**src/hdl/zdf_pkg.sv**
```systemverilog
// Package for the four-pole zero-delay-feedback ladder lowpass.
// Holds widths, register and step codes, and the control types shared by
// zdf_mac and zdf_ladder_lowpass_4pole.
package zdf_pkg;

   localparam int SAMPLE_BITS_DEF = 24;
   localparam int STATE_BITS_DEF  = 32;
   localparam int OPER_BITS_DEF   = 40;

   localparam int CHUNK_BITS     = 20;
   localparam int CHUNK_IDX_BITS = 2;

   localparam int COEF_BITS = 19;
   localparam int GAIN_BITS = 18;
   localparam int FB_BITS   = 19;
   localparam int NORM_BITS = 18;

   localparam logic [COEF_BITS-1:0] GAIN_ONE = COEF_BITS'(1 << GAIN_BITS);

   localparam int SHIFT_GAIN = 18;
   localparam int SHIFT_FB   = 16;
   localparam int SHIFT_NORM = 17;

   localparam int CSR_IDX_BITS = 2;
   localparam logic [CSR_IDX_BITS-1:0] CSR_STAGE_GAIN    = 2'd0;
   localparam logic [CSR_IDX_BITS-1:0] CSR_FEEDBACK_K    = 2'd1;
   localparam logic [CSR_IDX_BITS-1:0] CSR_FEEDBACK_NORM = 2'd2;

   localparam int OP_BITS = 4;
   localparam logic [OP_BITS-1:0] OP_STAGE_MEM_FIRST = 4'd0;
   localparam logic [OP_BITS-1:0] OP_FEEDBACK        = 4'd4;
   localparam logic [OP_BITS-1:0] OP_NORM            = 4'd5;
   localparam logic [OP_BITS-1:0] OP_STAGE_OUT_FIRST = 4'd6;
   localparam logic [OP_BITS-1:0] OP_LAST            = 4'd9;

   typedef enum logic [1:0] {
      RSH_GAIN,
      RSH_FB,
      RSH_NORM
   } rsh_type;

   typedef enum logic [2:0] {
      ST_IDLE,
      ST_MUL,
      ST_FIN,
      ST_UPD,
      ST_OUT
   } state_type;

   typedef struct packed {
      logic                      en;
      logic                      first;
      logic [CHUNK_IDX_BITS-1:0] chunk;
      rsh_type                   rsh;
   } mac_ctl_type;

endpackage

```
**src/hdl/zdf_mac.sv**
```systemverilog
// Shared multiply-accumulate: one chunk times a coefficient per cycle while ctl.en.
// Gives round-half-up of operand*coef/2^shift. Depends on zdf_pkg.
module zdf_mac #(
   parameter int OPER_BITS = zdf_pkg::OPER_BITS_DEF
) (
   input  logic                               clock,
   input  zdf_pkg::mac_ctl_type               ctl,
   input  logic signed [OPER_BITS-1:0]        op_a,
   input  logic [zdf_pkg::COEF_BITS-1:0]      op_b,
   output logic signed [OPER_BITS-1:0]        result
);

   localparam int CB     = zdf_pkg::CHUNK_BITS;
   localparam int NCHUNK = (OPER_BITS + zdf_pkg::CHUNK_BITS - 1) / zdf_pkg::CHUNK_BITS;
   localparam int EXT_W  = NCHUNK * CB;
   localparam int ACC_W  = OPER_BITS + zdf_pkg::COEF_BITS + 2;
   localparam int PROD_W = CB + zdf_pkg::COEF_BITS + 2;

   logic signed [EXT_W-1:0]             a_ext;
   logic [CB-1:0]                       a_chunk;
   logic                                last_chunk;
   logic signed [CB:0]                  mul_x;
   logic signed [zdf_pkg::COEF_BITS:0]  mul_y;
   logic signed [PROD_W-1:0]            prod;
   logic signed [ACC_W-1:0]             term;
   logic signed [ACC_W-1:0]             half;
   logic signed [ACC_W-1:0]             acc_shr;
   logic signed [ACC_W-1:0]             acc_in;
   logic signed [ACC_W-1:0]             acc_ff;

   assign a_ext      = EXT_W'(op_a);
   assign a_chunk    = a_ext[ctl.chunk * CB +: CB];
   assign last_chunk = (ctl.chunk == zdf_pkg::CHUNK_IDX_BITS'(NCHUNK - 1));
   assign mul_x      = last_chunk ? {a_chunk[CB-1], a_chunk} : {1'b0, a_chunk};
   assign mul_y      = {1'b0, op_b};
   assign prod       = mul_x * mul_y;
   assign term       = ACC_W'(prod) << (CB * ctl.chunk);

   always_comb begin
      case (ctl.rsh)
         zdf_pkg::RSH_FB: begin
            half    = ACC_W'(1) << (zdf_pkg::SHIFT_FB - 1);
            acc_shr = acc_ff >>> zdf_pkg::SHIFT_FB;
         end
         zdf_pkg::RSH_NORM: begin
            half    = ACC_W'(1) << (zdf_pkg::SHIFT_NORM - 1);
            acc_shr = acc_ff >>> zdf_pkg::SHIFT_NORM;
         end
         default: begin
            half    = ACC_W'(1) << (zdf_pkg::SHIFT_GAIN - 1);
            acc_shr = acc_ff >>> zdf_pkg::SHIFT_GAIN;
         end
      endcase
   end

   assign acc_in = (ctl.first ? half : acc_ff) + term;
   assign result = acc_shr[OPER_BITS-1:0];

   always_ff @(posedge clock) begin
      if (ctl.en) begin
         acc_ff <= acc_in;
      end
   end

endmodule

```
**src/hdl/zdf_ladder_lowpass_4pole.sv**
```systemverilog
// Four-pole zero-delay-feedback ladder lowpass, one sample per item.
// Each sample runs ST_MUL and ST_FIN per step, ST_UPD on stage outputs, then ST_OUT;
// req_stall blocks new items until then; one chunked MAC in zdf_mac does every step.
// Reset (synchronous): integrator states zero, registers to defaults, no item held.
// Depends on zdf_pkg and zdf_mac.
module zdf_ladder_lowpass_4pole #(
   parameter int SAMPLE_BITS = zdf_pkg::SAMPLE_BITS_DEF,
   parameter int STATE_BITS  = zdf_pkg::STATE_BITS_DEF
) (
   input  logic                                  clock,
   input  logic                                  reset,
   input  logic                                  req_valid,
   output logic                                  req_stall,
   input  logic signed [SAMPLE_BITS-1:0]         req_sample_in,
   output logic                                  rsp_valid,
   input  logic                                  rsp_stall,
   output logic signed [SAMPLE_BITS-1:0]         rsp_sample_out,
   input  logic                                  csr_valid,
   output logic                                  csr_ready,
   input  logic [zdf_pkg::CSR_IDX_BITS-1:0]      csr_index,
   input  logic [zdf_pkg::COEF_BITS-1:0]         csr_data
);

   localparam int SB        = SAMPLE_BITS;
   localparam int S         = STATE_BITS;
   localparam int OPER_BITS = (S + 8 > SB + 3) ? S + 8 : SB + 3;
   localparam int NCHUNK    = (OPER_BITS + zdf_pkg::CHUNK_BITS - 1) / zdf_pkg::CHUNK_BITS;
   localparam int CW        = (S > SB) ? S : SB;

   localparam logic [zdf_pkg::CHUNK_IDX_BITS-1:0] LAST_CHUNK =
      zdf_pkg::CHUNK_IDX_BITS'(NCHUNK - 1);

   localparam logic signed [S-1:0]         ST_HI_S  = {1'b0, {(S-1){1'b1}}};
   localparam logic signed [S-1:0]         ST_LO_S  = {1'b1, {(S-1){1'b0}}};
   localparam logic signed [OPER_BITS-1:0] ST_HI_O  = OPER_BITS'(ST_HI_S);
   localparam logic signed [OPER_BITS-1:0] ST_LO_O  = OPER_BITS'(ST_LO_S);
   localparam logic signed [S+1:0]         ST_HI_U  = (S+2)'(ST_HI_S);
   localparam logic signed [S+1:0]         ST_LO_U  = (S+2)'(ST_LO_S);
   localparam logic signed [SB-1:0]        SMP_HI   = {1'b0, {(SB-1){1'b1}}};
   localparam logic signed [SB-1:0]        SMP_LO   = {1'b1, {(SB-1){1'b0}}};
   localparam logic signed [CW-1:0]        SMP_HI_C = CW'(SMP_HI);
   localparam logic signed [CW-1:0]        SMP_LO_C = CW'(SMP_LO);

   zdf_pkg::state_type                    state_ff, state_in;
   logic [zdf_pkg::GAIN_BITS-1:0]         gain_ff, gain_in;
   logic [zdf_pkg::FB_BITS-1:0]           k_ff, k_in;
   logic [zdf_pkg::NORM_BITS-1:0]         norm_ff, norm_in;
   logic signed [SB-1:0]                  x_ff, x_in;
   logic [zdf_pkg::OP_BITS-1:0]           op_ff, op_in;
   logic [zdf_pkg::CHUNK_IDX_BITS-1:0]    chunk_ff, chunk_in;
   logic signed [S+1:0]                   sum_ff, sum_in;
   logic signed [S-1:0]                   s_part_ff [4];
   logic signed [S-1:0]                   s_part_in [4];
   logic signed [S-1:0]                   integ_ff [4];
   logic signed [S-1:0]                   integ_in [4];
   logic signed [OPER_BITS-1:0]           d_ff, d_in;
   logic signed [S-1:0]                   v_ff, v_in;
   logic                                  rsp_valid_ff, rsp_valid_in;
   logic signed [SB-1:0]                  rsp_sample_ff, rsp_sample_in;

   zdf_pkg::mac_ctl_type                  mac_ctl;
   logic signed [OPER_BITS-1:0]           mac_a;
   logic [zdf_pkg::COEF_BITS-1:0]         mac_b;
   logic signed [OPER_BITS-1:0]           mac_res;
   logic [zdf_pkg::COEF_BITS-1:0]         one_minus_g;
   logic [zdf_pkg::OP_BITS-1:0]           op_rel;
   logic [1:0]                            stg;
   logic signed [S-1:0]                   s_new;
   logic signed [OPER_BITS-1:0]           fin_val;
   logic signed [S-1:0]                   fin_sat;
   logic signed [S+1:0]                   upd_val;
   logic signed [S-1:0]                   upd_sat;
   logic signed [CW-1:0]                  v_c;
   logic signed [SB-1:0]                  out_sat;

   assign req_stall      = (state_ff != zdf_pkg::ST_IDLE);
   assign rsp_valid      = rsp_valid_ff;
   assign rsp_sample_out = rsp_sample_ff;
   assign csr_ready      = 1'b1;

   assign one_minus_g = zdf_pkg::GAIN_ONE - zdf_pkg::COEF_BITS'(gain_ff);
   assign op_rel      = op_ff - zdf_pkg::OP_STAGE_OUT_FIRST;
   assign stg         = (op_ff < zdf_pkg::OP_FEEDBACK) ? op_ff[1:0] : op_rel[1:0];

   always_comb begin
      mac_ctl.en    = (state_ff == zdf_pkg::ST_MUL);
      mac_ctl.first = (chunk_ff == '0);
      mac_ctl.chunk = chunk_ff;
      if (op_ff < zdf_pkg::OP_FEEDBACK) begin
         mac_ctl.rsh = zdf_pkg::RSH_GAIN;
         mac_a       = OPER_BITS'(integ_ff[stg]);
         mac_b       = one_minus_g;
      end else if (op_ff == zdf_pkg::OP_FEEDBACK) begin
         mac_ctl.rsh = zdf_pkg::RSH_FB;
         mac_a       = OPER_BITS'(sum_ff);
         mac_b       = k_ff;
      end else if (op_ff == zdf_pkg::OP_NORM) begin
         mac_ctl.rsh = zdf_pkg::RSH_NORM;
         mac_a       = d_ff;
         mac_b       = zdf_pkg::COEF_BITS'(norm_ff);
      end else begin
         mac_ctl.rsh = zdf_pkg::RSH_GAIN;
         mac_a       = OPER_BITS'(v_ff);
         mac_b       = zdf_pkg::COEF_BITS'(gain_ff);
      end
   end

   zdf_mac #(
      .OPER_BITS (OPER_BITS)
   ) u_mac (
      .clock  (clock),
      .ctl    (mac_ctl),
      .op_a   (mac_a),
      .op_b   (mac_b),
      .result (mac_res)
   );

   assign s_new   = mac_res[S-1:0];
   assign fin_val = (op_ff >= zdf_pkg::OP_STAGE_OUT_FIRST) ?
                    mac_res + OPER_BITS'(s_part_ff[stg]) : mac_res;
   assign fin_sat = (fin_val > ST_HI_O) ? ST_HI_S :
                    (fin_val < ST_LO_O) ? ST_LO_S : fin_val[S-1:0];
   assign upd_val = ((S+2)'(v_ff) <<< 1) - (S+2)'(integ_ff[stg]);
   assign upd_sat = (upd_val > ST_HI_U) ? ST_HI_S :
                    (upd_val < ST_LO_U) ? ST_LO_S : upd_val[S-1:0];
   assign v_c     = CW'(v_ff);
   assign out_sat = (v_c > SMP_HI_C) ? SMP_HI :
                    (v_c < SMP_LO_C) ? SMP_LO : v_c[SB-1:0];

   always_comb begin
      state_in      = state_ff;
      gain_in       = gain_ff;
      k_in          = k_ff;
      norm_in       = norm_ff;
      x_in          = x_ff;
      op_in         = op_ff;
      chunk_in      = chunk_ff;
      sum_in        = sum_ff;
      s_part_in     = s_part_ff;
      integ_in      = integ_ff;
      d_in          = d_ff;
      v_in          = v_ff;
      rsp_valid_in  = rsp_valid_ff;
      rsp_sample_in = rsp_sample_ff;

      if (csr_valid) begin
         case (csr_index)
            zdf_pkg::CSR_STAGE_GAIN:    gain_in = csr_data[zdf_pkg::GAIN_BITS-1:0];
            zdf_pkg::CSR_FEEDBACK_K:    k_in    = csr_data[zdf_pkg::FB_BITS-1:0];
            zdf_pkg::CSR_FEEDBACK_NORM: norm_in = csr_data[zdf_pkg::NORM_BITS-1:0];
            default: ;
         endcase
      end

      if (rsp_valid_ff && !rsp_stall) begin
         rsp_valid_in = 1'b0;
      end

      case (state_ff)
         zdf_pkg::ST_IDLE: begin
            if (req_valid) begin
               x_in     = req_sample_in;
               op_in    = zdf_pkg::OP_STAGE_MEM_FIRST;
               chunk_in = '0;
               sum_in   = '0;
               state_in = zdf_pkg::ST_MUL;
            end
         end
         zdf_pkg::ST_MUL: begin
            if (chunk_ff == LAST_CHUNK) begin
               chunk_in = '0;
               state_in = zdf_pkg::ST_FIN;
            end else begin
               chunk_in = chunk_ff + zdf_pkg::CHUNK_IDX_BITS'(1);
            end
         end
         zdf_pkg::ST_FIN: begin
            if (op_ff < zdf_pkg::OP_FEEDBACK) begin
               s_part_in[stg] = s_new;
               sum_in         = sum_ff + (S+2)'(s_new);
               op_in          = op_ff + zdf_pkg::OP_BITS'(1);
               state_in       = zdf_pkg::ST_MUL;
            end else if (op_ff == zdf_pkg::OP_FEEDBACK) begin
               d_in     = OPER_BITS'(x_ff) - mac_res;
               op_in    = op_ff + zdf_pkg::OP_BITS'(1);
               state_in = zdf_pkg::ST_MUL;
            end else if (op_ff == zdf_pkg::OP_NORM) begin
               v_in     = fin_sat;
               op_in    = op_ff + zdf_pkg::OP_BITS'(1);
               state_in = zdf_pkg::ST_MUL;
            end else begin
               v_in     = fin_sat;
               state_in = zdf_pkg::ST_UPD;
            end
         end
         zdf_pkg::ST_UPD: begin
            integ_in[stg] = upd_sat;
            if (op_ff == zdf_pkg::OP_LAST) begin
               state_in = zdf_pkg::ST_OUT;
            end else begin
               op_in    = op_ff + zdf_pkg::OP_BITS'(1);
               state_in = zdf_pkg::ST_MUL;
            end
         end
         zdf_pkg::ST_OUT: begin
            if (!rsp_valid_ff || !rsp_stall) begin
               rsp_valid_in  = 1'b1;
               rsp_sample_in = out_sat;
               state_in      = zdf_pkg::ST_IDLE;
            end
         end
         default: begin
            state_in = zdf_pkg::ST_IDLE;
         end
      endcase
   end

   always_ff @(posedge clock) begin
      if (reset) begin
         state_ff     <= zdf_pkg::ST_IDLE;
         gain_ff      <= zdf_pkg::GAIN_BITS'(131072);
         k_ff         <= '0;
         norm_ff      <= zdf_pkg::NORM_BITS'(131072);
         integ_ff     <= '{default: '0};
         rsp_valid_ff <= 1'b0;
         op_ff        <= '0;
         chunk_ff     <= '0;
      end else begin
         state_ff     <= state_in;
         gain_ff      <= gain_in;
         k_ff         <= k_in;
         norm_ff      <= norm_in;
         integ_ff     <= integ_in;
         rsp_valid_ff <= rsp_valid_in;
         op_ff        <= op_in;
         chunk_ff     <= chunk_in;
      end
   end

   always_ff @(posedge clock) begin
      x_ff          <= x_in;
      sum_ff        <= sum_in;
      s_part_ff     <= s_part_in;
      d_ff          <= d_in;
      v_ff          <= v_in;
      rsp_sample_ff <= rsp_sample_in;
   end

   a_start_seq: assert property (@(posedge clock) disable iff (reset)
      req_valid && !req_stall |=> state_ff == zdf_pkg::ST_MUL &&
         op_ff == zdf_pkg::OP_STAGE_MEM_FIRST && chunk_ff == '0)
      else $error("item accepted without restarting the step sequence");

   a_rsp_from_out: assert property (@(posedge clock) disable iff (reset)
      $rose(rsp_valid_ff) |-> $past(state_ff) == zdf_pkg::ST_OUT)
      else $error("result raised outside the output step");

   a_out_loads: assert property (@(posedge clock) disable iff (reset)
      state_ff == zdf_pkg::ST_OUT && !(rsp_valid_ff && rsp_stall) |=>
         rsp_valid_ff && state_ff == zdf_pkg::ST_IDLE)
      else $error("free output register not loaded");

   a_upd_op: assert property (@(posedge clock) disable iff (reset)
      state_ff == zdf_pkg::ST_UPD |->
         op_ff >= zdf_pkg::OP_STAGE_OUT_FIRST && op_ff <= zdf_pkg::OP_LAST)
      else $error("state update on a step that is not a stage output");

endmodule
```
**config.mk**
```make
export PLATFORM = sky130hd
export DESIGN_NAME = zdf_ladder_lowpass_4pole
export DESIGN_NICKNAME = d
export VERILOG_FILES = /design/src/hdl/zdf_pkg.sv /design/src/hdl/zdf_mac.sv /design/src/hdl/zdf_ladder_lowpass_4pole.sv
export SDC_FILE = /design/constraint.sdc
export NUM_CORES = 2
export LEC_CHECK = 0
export ABC_AREA = 1
export BUFFER_PORTS_ARGS = -buffer_cell sky130_fd_sc_hd__clkbuf_2
export CAP_MARGIN = 5
export CORE_MARGIN = 1.5
export CORE_UTILIZATION = 40
export DETAILED_ROUTE_END_ITERATION = 10
export HOLD_SLACK_MARGIN = 0.06
export MAX_ROUTING_LAYER = met4
export PLACE_DENSITY = 0.6
export SYNTH_ARGS = -nofsm -noshare
export SYNTH_HDL_FRONTEND = slang
export SYNTH_HIERARCHICAL = 1
export SYNTH_SLANG_ARGS = --single-unit
```
**constraint.sdc**
```tcl
create_clock -name clock -period 31.6 [get_ports clock]
set_clock_uncertainty 0.05 [all_clocks]
set_input_delay 3.16 -clock clock [delete_from_list [all_inputs] [get_ports clock]]
set_output_delay 3.16 -clock clock [all_outputs]
set_load 0.03 [all_outputs]
```
==> summary.md <==
| Metric | Value |
|---|---|
| Outcome | `complete, no violations` |
| Fin worst setup slack | `18.51 ns` |
| Initial antenna violation count | `5` |
| Fmax | `0.0764 GHz` |
| Crit path DAT | `13.42 ns` |
| Met2 routed WL | `approximately 85 mm` |
| Worst EP required | `31.94 ns` |
| Max-cap violations | `0` |
| Mapped Cells | `7106` |
| Wirelength per Cell | `about 21 µm` |
| Layout area overhead | `8.74%` |
| Non-Filler Instances | `8914` |
| Post-Syn Area | `~0.053 mm²` |
| Largest family of logic cells by synthesized area | `adder cells` |
| Total negative slack | `0 ns` |
| Via count | `48.1k` |
| Compound-Gate Fraction of Synth Area | `13.7%` |
| Slew @ Worst Pin | `roughly 1.2 ns` |
| Die Ht | `366 µm` |
| Synth cell types | `60` |
| Synth Area in Simple Gates | `between 20% and 30%` |
| Mux cell area share after synthesis | `0%` |
| Sequential-to-total area share from yosys stat | `26.7%` |
| Placer Congestion | `approximately 1.0` |
| Synth Area in XOR/XNOR | `under 10%` |
| Reg clk slew, reported paths | `0.07 ns` |
| Worst min path class | `reg -> reg` |
| # setup viols final | `0` |
| Hold Buf Count CTS | `0` |
| CP endpoint kind | `flop` |
| Final nets | `7901` |
| R2R cell count | `between 40 and 50` |
| CTS tree | `yes` |
| Syn avg cell area | `7.42 µm²` |
| Top FF cell, synth | `edfxtp_1` |
| Pins over their slew limit | `0` |
| Most frequent CP cell | `inv_1` |
| Logic depth of the worst path, buffers included | `43` |
| Syn nets | `7898` |
| CP Max Fanout | `18` |
| Top Ports | `between 70 and 80` |
| Total die area | `roughly 0.13 mm²` |
| DR iter-0 viols | `4962` |
| Largest delay share family, worst path | `adder cells` |
| First-pass iteration count of the detailed router | `9` |
| GRT overflow | `0` |
| Clock Latency Late Sink | `0.64 ns` |
| Final ANT Viol Nets | `0` |
| First-pass GRT wire length | `between 200 and 300 mm` |
| # H-tree levels | `3` |
| DIE WIDTH | `366 µm` |
| Post-CTS Setup Inserts | `0` |
| Metal-1 WL | `87.3 mm` |
| Asr flop ratio synth | `0%` |
| HPWL Detailed | `153 mm` |
| Worst Path Buf+Inv | `10` |
| Max IR drop VDD | `37.2 µV` |
| Yosys warning count | `6` |
| Post-CTS Resized | `0` |
| Number of global-route vias before repair | `46.4k` |
| Pleak | `27.3 nW` |
| Share of cells above drive strength 1 | `4.93%` |
| Wire length on met3 | `13.5 mm` |
| RSZ-0062 raised after global routing | `no` |
| Critical-path top delay cell | `fa_1` |
| Post-route clock period utilization | `approximately two fifths` |
| Total track usage | `29.1%` |
| Dpl ws | `18.54 ns` |
| CP max stage delay | `0.80 ns` |
| Fin crit period | `13.09 ns` |
| WHS Path Cells | `2` |
| Total CTS buffers | `67` |
| PwrDens | `59.8 mW/mm²` |
| Placed insts | `roughly 8.8k` |
| Initial Util | `40.2%` |
| Kind of start point of the critical path | `flop` |
| Crit Path Category | `reg -> reg` |
| Largest net degree at the start of global routing | `94` |
| Row Count | `133` |
| IO Port Bufs | `between 70 and 80` |
| DRC viols | `0` |
| Via/cell ratio | `~5.4` |
| Top Layer Used | `met4` |
| #FFs+latches synth | `approximately 530` |
| Slew HR | `18.3%` |
| Number of hold violations in the final report | `0` |
| CTS root buffer | `clkbuf_16` |
| EDFF count, synth | `340` |
| Clock Sinks | `approximately 530` |
| CTS max path bufs | `3` |
| Core Area | `around 0.13 mm²` |
| Total detailed-routing wirelength | `roughly 190 mm` |
| Synth Area in Adders | `a little under a quarter` |
worst register-to-register path: cells and delay by family (launching register included):
family	cells	cell delay [ns]
AO/OA/AOI/OAI	5	1.61
adder cells (fa/ha/maj)	10	5.07
buffers and inverters	10	1.89
AND/OR/NAND/NOR	17	3.41
flip-flops	1	0.63
XOR/XNOR	1	0.19
sequential cells by signal (all words and copies together) (netlist names):
signal and count:
sum_ff 34, integ_ff 128, k_ff 19, d_ff 40, rsp_valid 1, op_ff 4
rsp_sample_out 24, gain_ff 18, v_c 32, norm_ff 18, x_ff 24, s_part_ff 128
chunk_ff 2, state_ff 3, u_mac/acc_ff 58
through the flow:
stage / power [mW] / cell area [µm²] / util [%] / hold WS (ns)
detailed placement: 2.62 / 55200 / 42.1 / 0.403
global placement: 2.63 / 55200 / 42.1 / 0.394
CTS: 3.42 / 57300 / 43.7 / 0.412
finish: 3.43 / 57300 / 43.7 / 0.413
global route: 3.64 / 57300 / 43.7 / 0.436
floorplan: 2.02 / 52700 / - / 0.379
cell families (layout without fill, tap and decap cells):
| group | after synthesis | count (layout) |
|---|---|---|
| AOI/OAI and AO/OA | 1248 | 1248 |
| adders and majority gates | 742 | 742 |
| DFF | 533 | 533 |
| buffers and inverters | 1559 | 1611 |
| xor gates and xnor gates | 170 | 170 |
| and+or+nand+nor | 2853 | 2853 |
| other | 1 | 2 |
layer usage:
metal	GRT usage (%)	vias up
met4	7.69	0
li1	-	22777
met3	3.71	256
met1	41.0	23310
met2	44.0	1734
met5	-	-
where the power goes:
part | internal [mW] | switching, mW | leakage (nW)
logic | 0.522 | 1.25 | 21.6
clock network | 0.449 | 0.327 | 1.04
registers | 0.854 | 0.0310 | 4.72
synthesized netlist by cell type (10+ instances only):
cell type	instances	area, µm²
nand2_1	1441	5410
inv_1	1299	4880
nor2_1	935	3510
a21oi_1	469	2350
fa_1	421	8430
o21ai_0	347	1740
edfxtp_1	340	10200
ha_1	321	4020
nand3_1	298	1490
dfxtp_1	193	3860
clkbuf_1	188	706
o22ai_1	136	851
xor2_1	111	972
xnor2_1	59	517
a221oi_1	58	508
nor3_1	53	265
a21o_1	42	315
nand4_1	42	263
a31oi_1	38	238
o21bai_1	35	263
o211ai_1	32	240
buf_1	22	82.6
o21a_1	22	165
nor4_1	21	131
buf_2	15	75.1
clkinv_1	15	56.3
o221ai_1	14	123
a22oi_1	12	90.1
nand2_2	12	75.1
and3_1	10	62.6
nand3b_1	10	75.1
area by class of cell:
cell class,count,area [µm²]
fillers,13628,73800
multi-input cells,5014,32800
flip-flops and latches,533,14100
inverters,1321,4960
well taps,1755,2200
clock buffers,81,1800
repair buffers,172,1110
clock inverters,37,353
diodes,1,2.50
cell usage in the layout (no fill, tap or decap), types with 13 or more instances in the layout:
master,instances
nor4_1,21
o21ai_0,337
nand3_1,298
clkinv_1,22
nor3_1,49
nand4_1,42
a221oi_1,58
o22ai_1,136
nand2_1,1441
nor2_1,920
o21ai_1,13
xor2_1,111
o221ai_1,13
a21o_1,42
clkbuf_16,69
a21oi_1,468
o21a_1,22
inv_1,1296
buf_4,98
clkbuf_2,74
o21bai_1,35
dfxtp_1,193
o211ai_1,32
ha_1,321
edfxtp_1,340
xnor2_1,59
a31oi_1,38
fa_1,421
final timing paths:
path	startpoint	to	slack [ns]
max reg2reg	op_ff[0]	u_mac/acc_ff[54]	18.51
max	op_ff[0]	u_mac/acc_ff[54]	18.51
min reg2reg	norm_ff[5]	norm_ff[5]	0.41
min	norm_ff[5]	norm_ff[5]	0.41
No activity file was read; power rests on OpenSTA's default activity.
